[config.mk]
export PLATFORM = sky130hd
export DESIGN_NAME = bmp_mulmod
export DESIGN_NICKNAME = d
export VERILOG_FILES = /design/src/design/bmp_pkg.sv /design/src/design/bmp_mulmod.sv
export SDC_FILE = /design/constraint.sdc
export NUM_CORES = 2
export LEC_CHECK = 0
export BUFFER_PORTS_ARGS = -buffer_cell sky130_fd_sc_hd__clkbuf_2
export CORE_MARGIN = 2
export CORE_UTILIZATION = 60
export CTS_CLUSTER_SIZE = 20
export DETAILED_ROUTE_END_ITERATION = 10
export PLACE_DENSITY_LB_ADDON = 0.08
export SYNTH_ARGS = -nofsm -noshare
export SYNTH_HDL_FRONTEND = slang
export SYNTH_SLANG_ARGS = --single-unit
[constraint.sdc]
create_clock -name clock -period 23.7 [get_ports clock]
set_input_delay 1.185 -clock clock [delete_from_list [all_inputs] [get_ports clock]]
set_output_delay 1.185 -clock clock [all_outputs]
set_load 0.02 [all_outputs]
[src/design/bmp_pkg.sv]
// shared types, constants and widths for the binomial mod prime block
package bmp_pkg;

   localparam int unsigned TABLE_SIZE = 4096;
   localparam int unsigned ADDR_W     = $clog2(TABLE_SIZE);
   localparam int unsigned CNT_W      = $clog2(TABLE_SIZE + 1);
   localparam int unsigned VAL_W      = 30;
   localparam int unsigned ARG_W      = 12;
   localparam int unsigned MUL_LAT    = 4;

   localparam logic [VAL_W-1:0] PRIME     = 30'd1000000007;
   localparam logic [VAL_W-1:0] PRIME_EXP = 30'd1000000005;
   localparam logic [63:0]      MU_FULL   = (64'd1 << 60) / 64'(PRIME);
   localparam logic [30:0]      MU        = MU_FULL[30:0];

   typedef struct packed {
      logic [ARG_W-1:0] n;
      logic [ARG_W-1:0] r;
   } bmp_req_type;

   typedef struct packed {
      logic [VAL_W-1:0] value;
      logic             bad_args;
   } bmp_rsp_type;

   typedef enum logic [2:0] {
      ST_SEED,
      ST_FACT,
      ST_POW_MUL,
      ST_POW_SQ,
      ST_INV,
      ST_DONE
   } bmp_state_type;

   typedef struct packed {
      logic              fact_we;
      logic              inv_we;
      logic [ADDR_W-1:0] addr;
      logic [VAL_W-1:0]  data;
      logic              issue;
      logic [VAL_W-1:0]  a;
      logic [VAL_W-1:0]  b;
   } bmp_bld_type;

endpackage

[src/design/bmp_mulmod.sv]
// four stage modular multiplier, barrett reduction
module bmp_mulmod (
   input  logic                  clock,
   input  logic                  reset,
   input  logic                  en,
   input  logic                  in_valid,
   input  logic [bmp_pkg::VAL_W-1:0] a,
   input  logic [bmp_pkg::VAL_W-1:0] b,
   output logic                  out_valid,
   output logic [bmp_pkg::VAL_W-1:0] p
);
   import bmp_pkg::*;

   logic [MUL_LAT-1:0] v_ff;
   logic [59:0]        x_ff;
   logic [31:0]        xlo_ff;
   logic [30:0]        q3_ff;
   logic [31:0]        rem_ff;
   logic [VAL_W-1:0]   p_ff;

   logic [61:0]        q2;
   logic [60:0]        qp;
   logic [31:0]        rem_in;
   logic [31:0]        p1;
   logic [31:0]        p2;
   logic [VAL_W-1:0]   p_in;

   assign q2     = 62'(x_ff[59:29]) * 62'(MU);
   assign qp     = 61'(q3_ff) * 61'(PRIME);
   assign rem_in = xlo_ff - qp[31:0];
   assign p1     = 32'(PRIME);
   assign p2     = 32'(PRIME) << 1;

   always_comb begin
      if (rem_ff >= p2) begin
         p_in = VAL_W'(rem_ff - p2);
      end else if (rem_ff >= p1) begin
         p_in = VAL_W'(rem_ff - p1);
      end else begin
         p_in = VAL_W'(rem_ff);
      end
   end

   always_ff @(posedge clock) begin
      if (reset) begin
         v_ff <= '0;
      end else if (en) begin
         v_ff <= {v_ff[MUL_LAT-2:0], in_valid};
      end
   end

   always_ff @(posedge clock) begin
      if (en) begin
         x_ff   <= 60'(a) * 60'(b);
         q3_ff  <= q2[61:31];
         xlo_ff <= x_ff[31:0];
         rem_ff <= rem_in;
         p_ff   <= p_in;
      end
   end

   assign out_valid = v_ff[MUL_LAT-1];
   assign p         = p_ff;

endmodule

==> results.py <==
metrics = {
    "sta": {
        "drv_slew": 0,
        "fin_crit_sh_pct": 38.0,
        "tightest_slew_ps": 1010,
        "timing.clock.skew_ps": 21.5,
        "max_freq_ghz": 0.111,
        "tns_ps": 0,
        "maxSlewHeadroom_pct": 32.6,
        "finalHoldViolations": 0,
        "whs_ps": 420,
        "rsz0062_at_grt": "no",
        "setup_violations": 0,
        "min_period_ps": 9000,
    },
    "floorplan": {
        "ios": 95,
        "die_height_um": 315,
        "die_w_um": 315,
        "rows": 114,
        "dieArea_sq_um": 99300,
        "core_area_sq_um": 96300,
        "start_util_pct": 60.3,
    },
    "worst_hold_path": {
        "hold_path_class": "register to register",
    },
    "yosys": {
        "synth_ff_type": "edfxtp_1",
        "synth_cells": 5873,
        "synth_simple_gate_area_share_pct": 10.8,
        "ys_seq_area_share_pct": 9.71,
        "syn_area_per_cell_sq_um": 9.88,
        "ys_ff_latch": 189,
        "yosys_warnings": 0,
        "synth_edf_count": 185,
        "synth-compound-area-share_pct": 4.72,
        "synthMuxAreaShare_pct": 0.138,
        "synthDistinctLibCells": 81,
        "synth_top_family_by_area": "adder cells",
        "syn-num-nets": 7982,
        "netlist_area_sq_um": 58100,
        "synthXorXnorAreaFrac_pct": 2.63,
        "async_flop_share_pct": 0,
        "synth_fa_ha_area_share_pct": 60.4,
    },
    "grt": {
        "antenna_found_initial": 0,
        "overflow": 0,
        "grt_pass1_wl_um": 223000,
        "grt_pass1_vias": 41200,
        "grt_max_degree": 82,
        "track_usage_pct": 29.2,
    },
    "worst_setup_path": {
        "crit_type": "input port to register",
        "worstPathMaxFanout": 30,
        "crit_arrival_ps": 9200,
        "critPathLaunchType": "input port",
        "cp-end-kind": "register",
        "cp.required_ps": 23900,
    },
    "route": {
        "first_iter_violations": 2484,
        "vias_per_cell": 5.39,
        "vias": 38200,
        "drtAntennaViolNets": 0,
        "drc": 0,
        "routed_wirelength_um": 137000,
        "wl_per_cell_um": 19.3,
        "firstDrtPassIters": 8,
    },
    "status": {
        "outcome": "finished, final reports clean",
    },
    "finish": {
        "nNetsFinal": 7902,
        "area_growth_pct": 3.47,
        "drive_gt1_share_pct": 2.72,
    },
    "cts": {
        "postCtsSetupBuffers": 0,
        "cts_sinks": 189,
        "insertion_delay_ps": 470,
        "htreeDepth": 4,
        "clockRootBuffer": "clkbuf_16",
        "clockBufferDepth": 2,
        "clkTransAtPathRegs_ps": 80,
        "numCtsBuffers": 17,
        "post_cts_resized": 0,
        "hold_buffers": 0,
        "cts_tree": "built",
    },
    "placed_design": {
        "dp_hpwl_um": 112000,
        "gp_congestion": 0.895,
        "port_buffers": 94,
    },
    "job": {
        "maxCapViolCount": 0,
    },
}
==> registers in the layout, indices dropped and copies added, names as in the netlist <==
signal  flops
p          30
q3_ff      31
rem_ff     32
v_ff        4
x_ff       60
xlo_ff     32
==> logic make-up after synthesis <==
group | after synthesis
and+or+nand+nor | 1243
muxes | 8
xor gates and xnor gates | 174
adders and majority gates | 2046
buffers and inverters | 1794
DFF | 189
AOI/OAI and AO/OA | 419
==> Yosys cell counts, drive strengths merged (57+ instances only) <==
cell type / number / area [sq um]
inv: 1589 / 5960
fa: 1261 / 25200
ha: 784 / 9810
nand2: 493 / 1850
and2: 491 / 3070
clkbuf: 198 / 744
edfxtp: 185 / 5560
a21oi: 126 / 631
xnor2: 126 / 1100
nor2: 93 / 352
o21ai: 75 / 375
a21o: 57 / 428
==> per-layer routing <==
layer / up-vias / GRT usage [%] / routed length [um]
met3: 151 / 5.68 / 9800
met4: 0 / 6.11 / 2730
li1: 17500 / - / -
met2: 1103 / 47.7 / 64600
met5: - / 0 / 0
met1: 19500 / 40.8 / 60000
==> path summary, 6_finish.rpt <==
| kind | start | end | slack (ps) | depth (start not counted) |
|---|---|---|---|---|
| worst min register to register | x_ff[12] | xlo_ff[12] | 420 | 0 |
| worst max register to register | x_ff[53] | q3_ff[30] | 15840 | 20 |
| worst min-delay path | x_ff[12] | xlo_ff[12] | 420 | 0 |
| worst max-delay path | b[15] | x_ff[57] | 14700 | 25 |
==> stage by stage <==
stage / std cells / cell area (sq um) / utilization (%) / setup WS (ps)
6_report: 7083 / 60100 / 62.4 / 14700
5_1_grt: 7082 / 60100 / 62.4 / 14290
2_1_floorplan: 5873 / 58100 / - / 15450
4_1_cts: 7082 / 60100 / 62.4 / 14700
3_3_place_gp: 7050 / 59400 / 61.7 / 14200
3_5_place_dp: 7050 / 59400 / 61.7 / 14210
==> layout make-up <==
cell class / instances / area (sq um)
multi-input cells: 3890 / 45700
repair buffers: 106 / 569
clock buffers: 18 / 429
flip-flops and latches: 189 / 5640
fillers: 8168 / 36200
diodes: 1 / 2.50
clock inverters: 14 / 195
well taps: 1276 / 1600
inverters: 1589 / 5960
==> cell usage in the layout (no fill, tap or decap), drive strengths merged, types with 6 or more instances in the layout <==
cell type	instances
nand2	493
o2111ai	7
or2	7
o31ai	8
nand2b	19
nor2b	11
a31oi	20
o21ai	75
a211o	6
buf	12
and2	491
a21oi	126
clkbuf	112
ha	784
nand3	44
nor2	93
xnor2	126
a211oi	17
inv	1596
and3	17
fa	1261
a311oi	7
edfxtp	185
o22ai	6
mux2i	8
xor2	48
o211ai	9
o21bai	19
a21o	57
o21a	18
nor3	27
nand4	20
==> critical path, cell delays in order <==
cell      delay (ps)
clkbuf_2         550
and2_1           430
fa_1             570
inv_1             70
fa_1             540
inv_1             50
fa_1             480
fa_1             580
fa_1             430
fa_1             400
fa_1             520
inv_1             50
fa_1             470
inv_1             40
ha_1             400
a211oi_1         250
o21bai_1         150
nor3_1           330
nand4_1          170
a41o_1           370
o41ai_2          280
a21oi_1          250
a31oi_1          350
mux2i_1          220
nand2_1           70
Power is not shown: default switching activity piles up to over one toggle a cycle in this logic, so the estimate is an artifact.
