### config.mk
export PLATFORM = sky130hd
export DESIGN_NAME = bmp_builder
export DESIGN_NICKNAME = d
export VERILOG_FILES = /design/src/design/bmp_pkg.sv /design/src/design/bmp_builder.sv
export SDC_FILE = /design/constraint.sdc
export NUM_CORES = 1
export LEC_CHECK = 0
export BUFFER_PORTS_ARGS = -buffer_cell sky130_fd_sc_hd__buf_2
export CORE_ASPECT_RATIO = 1.2
export CORE_MARGIN = 2
export CORE_UTILIZATION = 25
export CTS_CLUSTER_DIAMETER = 100
export DETAILED_ROUTE_END_ITERATION = 8
export HOLD_SLACK_MARGIN = 0.1
export PLACE_DENSITY = 0.44
export SYNTH_ARGS = -nofsm -noshare
export SYNTH_HDL_FRONTEND = slang
export SYNTH_SLANG_ARGS = --single-unit
### constraint.sdc
create_clock -name clock -period 14.2 [get_ports clock]
set_input_delay 1.42 -clock clock [delete_from_list [all_inputs] [get_ports clock]]
set_output_delay 1.42 -clock clock [all_outputs]
set_load 0.05 [all_outputs]
### src/design/bmp_pkg.sv
// shared types, constants and widths for the binomial mod prime block
package bmp_pkg;

   localparam int unsigned TABLE_SIZE = 4096;
   localparam int unsigned ADDR_W     = $clog2(TABLE_SIZE);
   localparam int unsigned CNT_W      = $clog2(TABLE_SIZE + 1);
   localparam int unsigned VAL_W      = 30;
   localparam int unsigned ARG_W      = 12;
   localparam int unsigned MUL_LAT    = 4;

   localparam logic [VAL_W-1:0] PRIME     = 30'd1000000007;
   localparam logic [VAL_W-1:0] PRIME_EXP = 30'd1000000005;
   localparam logic [63:0]      MU_FULL   = (64'd1 << 60) / 64'(PRIME);
   localparam logic [30:0]      MU        = MU_FULL[30:0];

   typedef struct packed {
      logic [ARG_W-1:0] n;
      logic [ARG_W-1:0] r;
   } bmp_req_type;

   typedef struct packed {
      logic [VAL_W-1:0] value;
      logic             bad_args;
   } bmp_rsp_type;

   typedef enum logic [2:0] {
      ST_SEED,
      ST_FACT,
      ST_POW_MUL,
      ST_POW_SQ,
      ST_INV,
      ST_DONE
   } bmp_state_type;

   typedef struct packed {
      logic              fact_we;
      logic              inv_we;
      logic [ADDR_W-1:0] addr;
      logic [VAL_W-1:0]  data;
      logic              issue;
      logic [VAL_W-1:0]  a;
      logic [VAL_W-1:0]  b;
   } bmp_bld_type;

endpackage

### src/design/bmp_builder.sv
// table build sequencer: factorials, fermat inverse, inverse factorials
module bmp_builder (
   input  logic                      clock,
   input  logic                      reset,
   input  logic                      mul_valid,
   input  logic [bmp_pkg::VAL_W-1:0] mul_p,
   output bmp_pkg::bmp_bld_type      bld,
   output logic                      done
);
   import bmp_pkg::*;

   bmp_state_type    state_ff, state_in;
   logic [CNT_W-1:0] k_ff, k_in;
   logic [VAL_W-1:0] acc_ff, acc_in;
   logic [VAL_W-1:0] sq_ff, sq_in;
   logic [VAL_W-1:0] exp_ff, exp_in;
   logic             pend_ff, pend_in;
   logic [CNT_W-1:0] k_dec;

   assign k_dec = k_ff - 1'b1;

   // next state and datapath registers
   always_comb begin
      state_in = state_ff;
      k_in     = k_ff;
      acc_in   = acc_ff;
      sq_in    = sq_ff;
      exp_in   = exp_ff;
      pend_in  = pend_ff;
      unique case (state_ff)
         ST_SEED: begin
            state_in = ST_FACT;
            acc_in   = VAL_W'(1);
            k_in     = CNT_W'(1);
         end
         ST_FACT: begin
            if (k_ff == CNT_W'(TABLE_SIZE)) begin
               state_in = ST_POW_MUL;
               sq_in    = acc_ff;
               acc_in   = VAL_W'(1);
               exp_in   = PRIME_EXP;
            end else if (mul_valid) begin
               acc_in  = mul_p;
               k_in    = k_ff + 1'b1;
               pend_in = 1'b0;
            end else begin
               pend_in = 1'b1;
            end
         end
         ST_POW_MUL: begin
            if (exp_ff == '0) begin
               state_in = ST_INV;
               k_in     = k_dec;
            end else if (!exp_ff[0]) begin
               state_in = ST_POW_SQ;
            end else if (mul_valid) begin
               acc_in   = mul_p;
               pend_in  = 1'b0;
               state_in = ST_POW_SQ;
            end else begin
               pend_in = 1'b1;
            end
         end
         ST_POW_SQ: begin
            if (mul_valid) begin
               sq_in    = mul_p;
               exp_in   = exp_ff >> 1;
               pend_in  = 1'b0;
               state_in = ST_POW_MUL;
            end else begin
               pend_in = 1'b1;
            end
         end
         ST_INV: begin
            if (k_ff == '0) begin
               state_in = ST_DONE;
            end else if (mul_valid) begin
               acc_in  = mul_p;
               k_in    = k_dec;
               pend_in = 1'b0;
            end else begin
               pend_in = 1'b1;
            end
         end
         ST_DONE: begin
            state_in = ST_DONE;
         end
         default: begin
            state_in = ST_SEED;
         end
      endcase
   end

   // outputs: multiplier issue and table writes
   always_comb begin
      bld      = '0;
      bld.a    = acc_ff;
      bld.b    = VAL_W'(k_ff);
      bld.addr = k_ff[ADDR_W-1:0];
      bld.data = mul_p;
      unique case (state_ff)
         ST_SEED: begin
            bld.fact_we = 1'b1;
            bld.addr    = '0;
            bld.data    = VAL_W'(1);
         end
         ST_FACT: begin
            bld.issue   = (k_ff != CNT_W'(TABLE_SIZE)) && !pend_ff;
            bld.fact_we = mul_valid;
         end
         ST_POW_MUL: begin
            bld.b      = sq_ff;
            bld.issue  = (exp_ff != '0) && exp_ff[0] && !pend_ff;
            // last step writes the inverse of the top factorial
            bld.inv_we = (exp_ff == '0);
            bld.addr   = k_dec[ADDR_W-1:0];
            bld.data   = acc_ff;
         end
         ST_POW_SQ: begin
            bld.a     = sq_ff;
            bld.b     = sq_ff;
            bld.issue = !pend_ff;
         end
         ST_INV: begin
            bld.issue  = (k_ff != '0) && !pend_ff;
            bld.inv_we = mul_valid;
            bld.addr   = k_dec[ADDR_W-1:0];
         end
         ST_DONE: begin
            bld.issue = 1'b0;
         end
         default: begin
            bld.issue = 1'b0;
         end
      endcase
   end

   always_ff @(posedge clock) begin
      if (reset) begin
         state_ff <= ST_SEED;
         pend_ff  <= 1'b0;
      end else begin
         state_ff <= state_in;
         pend_ff  <= pend_in;
      end
   end

   always_ff @(posedge clock) begin
      k_ff   <= k_in;
      acc_ff <= acc_in;
      sq_ff  <= sq_in;
      exp_ff <= exp_in;
   end

   assign done = (state_ff == ST_DONE);

endmodule

==> metrics.txt <==
# TYPE chip_impl_metric gauge
chip_impl_metric{name="yosysSeqAreaShare",unit="%"} 50.15
chip_impl_metric{name="drc_errors",unit=""} 0
chip_impl_metric{name="synthesis.area",unit="um^2"} 6327
chip_impl_metric{name="height_of_the_chip",unit="um"} 178.3
chip_impl_metric{name="grt_max_degree",unit=""} 61
chip_impl_metric{name="post_cts_setup_buffers",unit=""} 0
chip_impl_metric{name="synthArstFlopShare",unit="%"} 0
chip_impl_metric{name="place_area",unit="um^2"} 7289
chip_impl_metric{name="gpl_wtd_cong",unit=""} 0.7451
chip_impl_info{name="worstSetupStartpointType",value="register"} 1
chip_impl_metric{name="first_pass_grt_wire_length",unit="um"} 30870
chip_impl_info{name="netlist.top_cell.by_area",value="sky130_fd_sc_hd__edfxtp_1"} 1
chip_impl_info{name="post_synth_main_area_contributors",value="sky130_fd_sc_hd__edfxtp_1, sky130_fd_sc_hd__nand2_1, sky130_fd_sc_hd__mux2i_1"} 1
chip_impl_metric{name="layout.cells.non_filler",unit=""} 1166
chip_impl_info{name="clock_tree_from_tritoncts",value="yes"} 1
chip_impl_metric{name="cts_repair_resize_count",unit=""} 0
chip_impl_metric{name="hold_violations",unit=""} 0
chip_impl_metric{name="power_per_cell_area",unit="nW/um^2"} 109.5
chip_impl_metric{name="worstPathMaxFanout",unit=""} 46
chip_impl_metric{name="n_antenna_cell",unit=""} 0
chip_impl_metric{name="routed-via-count",unit=""} 5584
chip_impl_metric{name="p_total",unit="uW"} 829.7
chip_impl_metric{name="setup_viol",unit=""} 0
chip_impl_metric{name="area_growth",unit="%"} 19.77
chip_impl_metric{name="cts.hold.buffers_added",unit=""} 0
chip_impl_metric{name="fin_crit_sh",unit="%"} 35.97
chip_impl_metric{name="detail_route.wl_per_cell",unit="um"} 16.80
chip_impl_metric{name="adder_cell_share_of_the_synthesized_area",unit="%"} 0.3955
chip_impl_metric{name="synth.lib_cells_used.distinct",unit=""} 56
chip_impl_metric{name="globalRouteOverflowTotal",unit=""} 0
chip_impl_metric{name="placedCellCount",unit=""} 1150
chip_impl_metric{name="fin_skew",unit="ns"} 0.01956
chip_impl_metric{name="final_net_count",unit=""} 871
chip_impl_metric{name="max-cap-violations",unit=""} 0
chip_impl_metric{name="power.ir.vdd_worst",unit="mV"} 0.05890
chip_impl_metric{name="synth_edf_count",unit=""} 103
chip_impl_metric{name="die_area",unit="um^2"} 26600
chip_impl_metric{name="syn-num-nets",unit=""} 770
chip_impl_metric{name="synth-warning-count",unit=""} 0
chip_impl_metric{name="totalNegativeSetupSlack",unit="ns"} 0
chip_impl_metric{name="insertion_delay",unit="ns"} 0.36
chip_impl_metric{name="drt_first_pass_iters",unit=""} 4
chip_impl_metric{name="netlist.area_leader.share",unit="%"} 48.88
chip_impl_metric{name="worst_ep_arrival_time",unit="ns"} 3.69
chip_impl_metric{name="io_buffer_count",unit=""} 138
chip_impl_metric{name="cts_htree_levels",unit=""} 3
chip_impl_metric{name="compound_gate_fraction_of_synth_area",unit="%"} 7.791
chip_impl_metric{name="min_period",unit="ns"} 5.108
chip_impl_info{name="worst_setup_path_end_kind",value="output port"} 1
chip_impl_metric{name="globalRouteTotalUtil",unit="%"} 15.00
chip_impl_metric{name="report.final.slew_viol_count",unit=""} 0
chip_impl_metric{name="worst_slew_pin_slew",unit="ns"} 1.067
chip_impl_info{name="hp-class",value="register to register"} 1
chip_impl_metric{name="cts.sinks",unit=""} 107
chip_impl_metric{name="final_util",unit="%"} 30.52
chip_impl_metric{name="crit_path_max_incr_delay",unit="ns"} 0.94
chip_impl_metric{name="die_width",unit="um"} 149.2
chip_impl_metric{name="synthSimpleGateAreaFrac",unit="%"} 32.15
chip_impl_info{name="run_status",value="completed"} 1
chip_impl_metric{name="clock_path_buffers",unit=""} 2
chip_impl_metric{name="via_count_of_the_first_global_routing_pass",unit=""} 5365
chip_impl_info{name="worst_path_max_delay_cell",value="sky130_fd_sc_hd__a21oi_2"} 1
chip_impl_metric{name="post_synth_inst_count",unit=""} 735
chip_impl_info{name="setup.worst_path.class",value="register to output port"} 1
chip_impl_metric{name="synthMuxAreaShare",unit="%"} 5.082
chip_impl_metric{name="path_clk_slew",unit="ns"} 0.08
chip_impl_metric{name="boundaryPins",unit=""} 139
chip_impl_metric{name="drive_gt1_share",unit="%"} 21.40
chip_impl_metric{name="postSynthRegisterBits",unit=""} 107
chip_impl_metric{name="drtAntennaViolNets",unit=""} 0
chip_impl_info{name="crit_chain",value="nand2b_1 > a21oi_2 > and3_1 > o22a_1 > buf_2"} 1
chip_impl_metric{name="fp.coreArea",unit="um^2"} 24830
chip_impl_info{name="synth_top_family_by_area",value="simple AND/OR/NAND/NOR gates"} 1
chip_impl_metric{name="initial_standard_cell_utilization_of_the_core",unit="%"} 25.48
chip_impl_metric{name="fin_area",unit="um^2"} 7579
chip_impl_metric{name="row_count",unit=""} 63
chip_impl_metric{name="tritoncts.num_buffers",unit=""} 9
chip_impl_metric{name="max-slew-margin-rel",unit="%"} 28.58
chip_impl_metric{name="dpl.hpwl",unit="um"} 12970
chip_impl_metric{name="synth_xor_xnor_area_share",unit="%"} 0.4153
chip_impl_info{name="cts.root.buffer_cell",value="sky130_fd_sc_hd__clkbuf_16"} 1
chip_impl_metric{name="syn_area_per_cell",unit="um^2"} 8.609
chip_impl_info{name="rsz0062_at_grt",value="false"} 1
chip_impl_metric{name="power.static_leakage",unit="uW"} 0.003455
chip_impl_metric{name="first_drt_iteration_drcs",unit=""} 376
chip_impl_metric{name="max_clock_freq",unit="MHz"} 195.8
chip_impl_metric{name="detail_route.wirelength",unit="um"} 19590
chip_impl_metric{name="detail_route.vias_per_cell",unit=""} 4.789
chip_impl_metric{name="number_of_antenna_violations_at_the_first_check_in_global_routing",unit=""} 0
chip_impl_metric{name="critical_path_required",unit="ns"} 12.78
chip_impl_info{name="synth_ff_type",value="sky130_fd_sc_hd__edfxtp_1"} 1
-- worst paths after layout --
check              start         end  slack (ns)  cells after the start
max          state_ff[1]     bld[96]        9.09                      5
min           exp_ff[26]  exp_ff[25]        0.54                      1
max reg2reg  state_ff[1]   exp_ff[8]       10.60                      5
min reg2reg   exp_ff[26]  exp_ff[25]        0.54                      1
-- synth_stat cells (all sizes together) (2+ instances only) --
cell type / count
nand2: 269
edfxtp: 103
nor2: 61
clkbuf: 37
nand3: 34
mux2i: 31
o21ai: 22
and2: 20
and3: 20
a21oi: 19
buf: 17
or3: 16
nor4: 10
inv: 7
nand4: 5
nor3: 5
a221oi: 4
a22oi: 4
dfxtp: 4
nor2b: 4
a31oi: 3
nand2b: 3
o21a: 3
o22ai: 3
a211oi: 2
a21boi: 2
a21o: 2
a22o: 2
ha: 2
nor4b: 2
o22a: 2
or2: 2
xnor2: 2
-- per-layer routing --
| layer | wire length (um) | global-route usage [%] | up-vias |
|---|---|---|---|
| li1 | - | - | 2734 |
| met1 | 9097 | 20.66 | 2688 |
| met2 | 9313 | 24.65 | 149 |
| met3 | 916 | 1.841 | 13 |
| met4 | 264 | 4.524 | 0 |
| met5 | 0 | 0 | - |
-- through the flow --
| step | hold WS [ns] | worst slack (ns) |
|---|---|---|
| 2_1_floorplan | 0.5091 | 8.993 |
| 3_3_place_gp | 0.5252 | 9.315 |
| 3_5_place_dp | 0.5279 | 9.315 |
| 4_1_cts | 0.5400 | 8.987 |
| 5_1_grt | 0.5548 | 8.768 |
| 6_report | 0.5425 | 9.092 |
-- worst max-delay path, delay by kind of cell (launching register included) --
kind,cells,cell delay (ns)
AO/OA/AOI/OAI,2,1.07
flip-flops,1,0.93
buffers and inverters,1,0.25
AND/OR/NAND/NOR,2,1.07
-- power by group --
group / switching (uW) / internal (uW) / leakage (uW)
clock: 132 / 123 / 0.000140
combinational: 140 / 47.5 / 0.00224
sequential: 25.9 / 360 / 0.00108
-- logic make-up after synthesis --
family | after synthesis
DFF | 107
xor gates and xnor gates | 3
adders and majority gates | 2
AOI/OAI and AO/OA | 76
muxes | 32
and+or+nand+nor | 454
buffers and inverters | 61
-- placed cells by master (no fill, tap or decap), types with 15 or more instances in the layout --
cell type / count
sky130_fd_sc_hd__nor2_1: 59
sky130_fd_sc_hd__and2_1: 20
sky130_fd_sc_hd__and3_1: 20
sky130_fd_sc_hd__mux2i_1: 31
sky130_fd_sc_hd__a21oi_1: 17
sky130_fd_sc_hd__buf_2: 138
sky130_fd_sc_hd__nand3_1: 34
sky130_fd_sc_hd__nand2_1: 269
sky130_fd_sc_hd__edfxtp_1: 103
sky130_fd_sc_hd__or3_1: 15
sky130_fd_sc_hd__o21ai_0: 17
-- flip-flops by register name, summed over array words and instances, names as in the netlist --
name      cells
sq_ff        30
acc_ff       30
pend_ff       1
exp_ff       30
state_ff      3
k_ff         13
-- layout make-up --
type / count / area, um^2
clock buffer: 10 / 229.0
clock inverter: 6 / 60.06
fill: 2711 / 17250
inverter: 7 / 26.28
multi-input combinational: 567 / 2947
sequential: 107 / 3174
tap: 325 / 406.6
timing repair buffer: 144 / 735.7
Power figures use the tool's default switching activity.
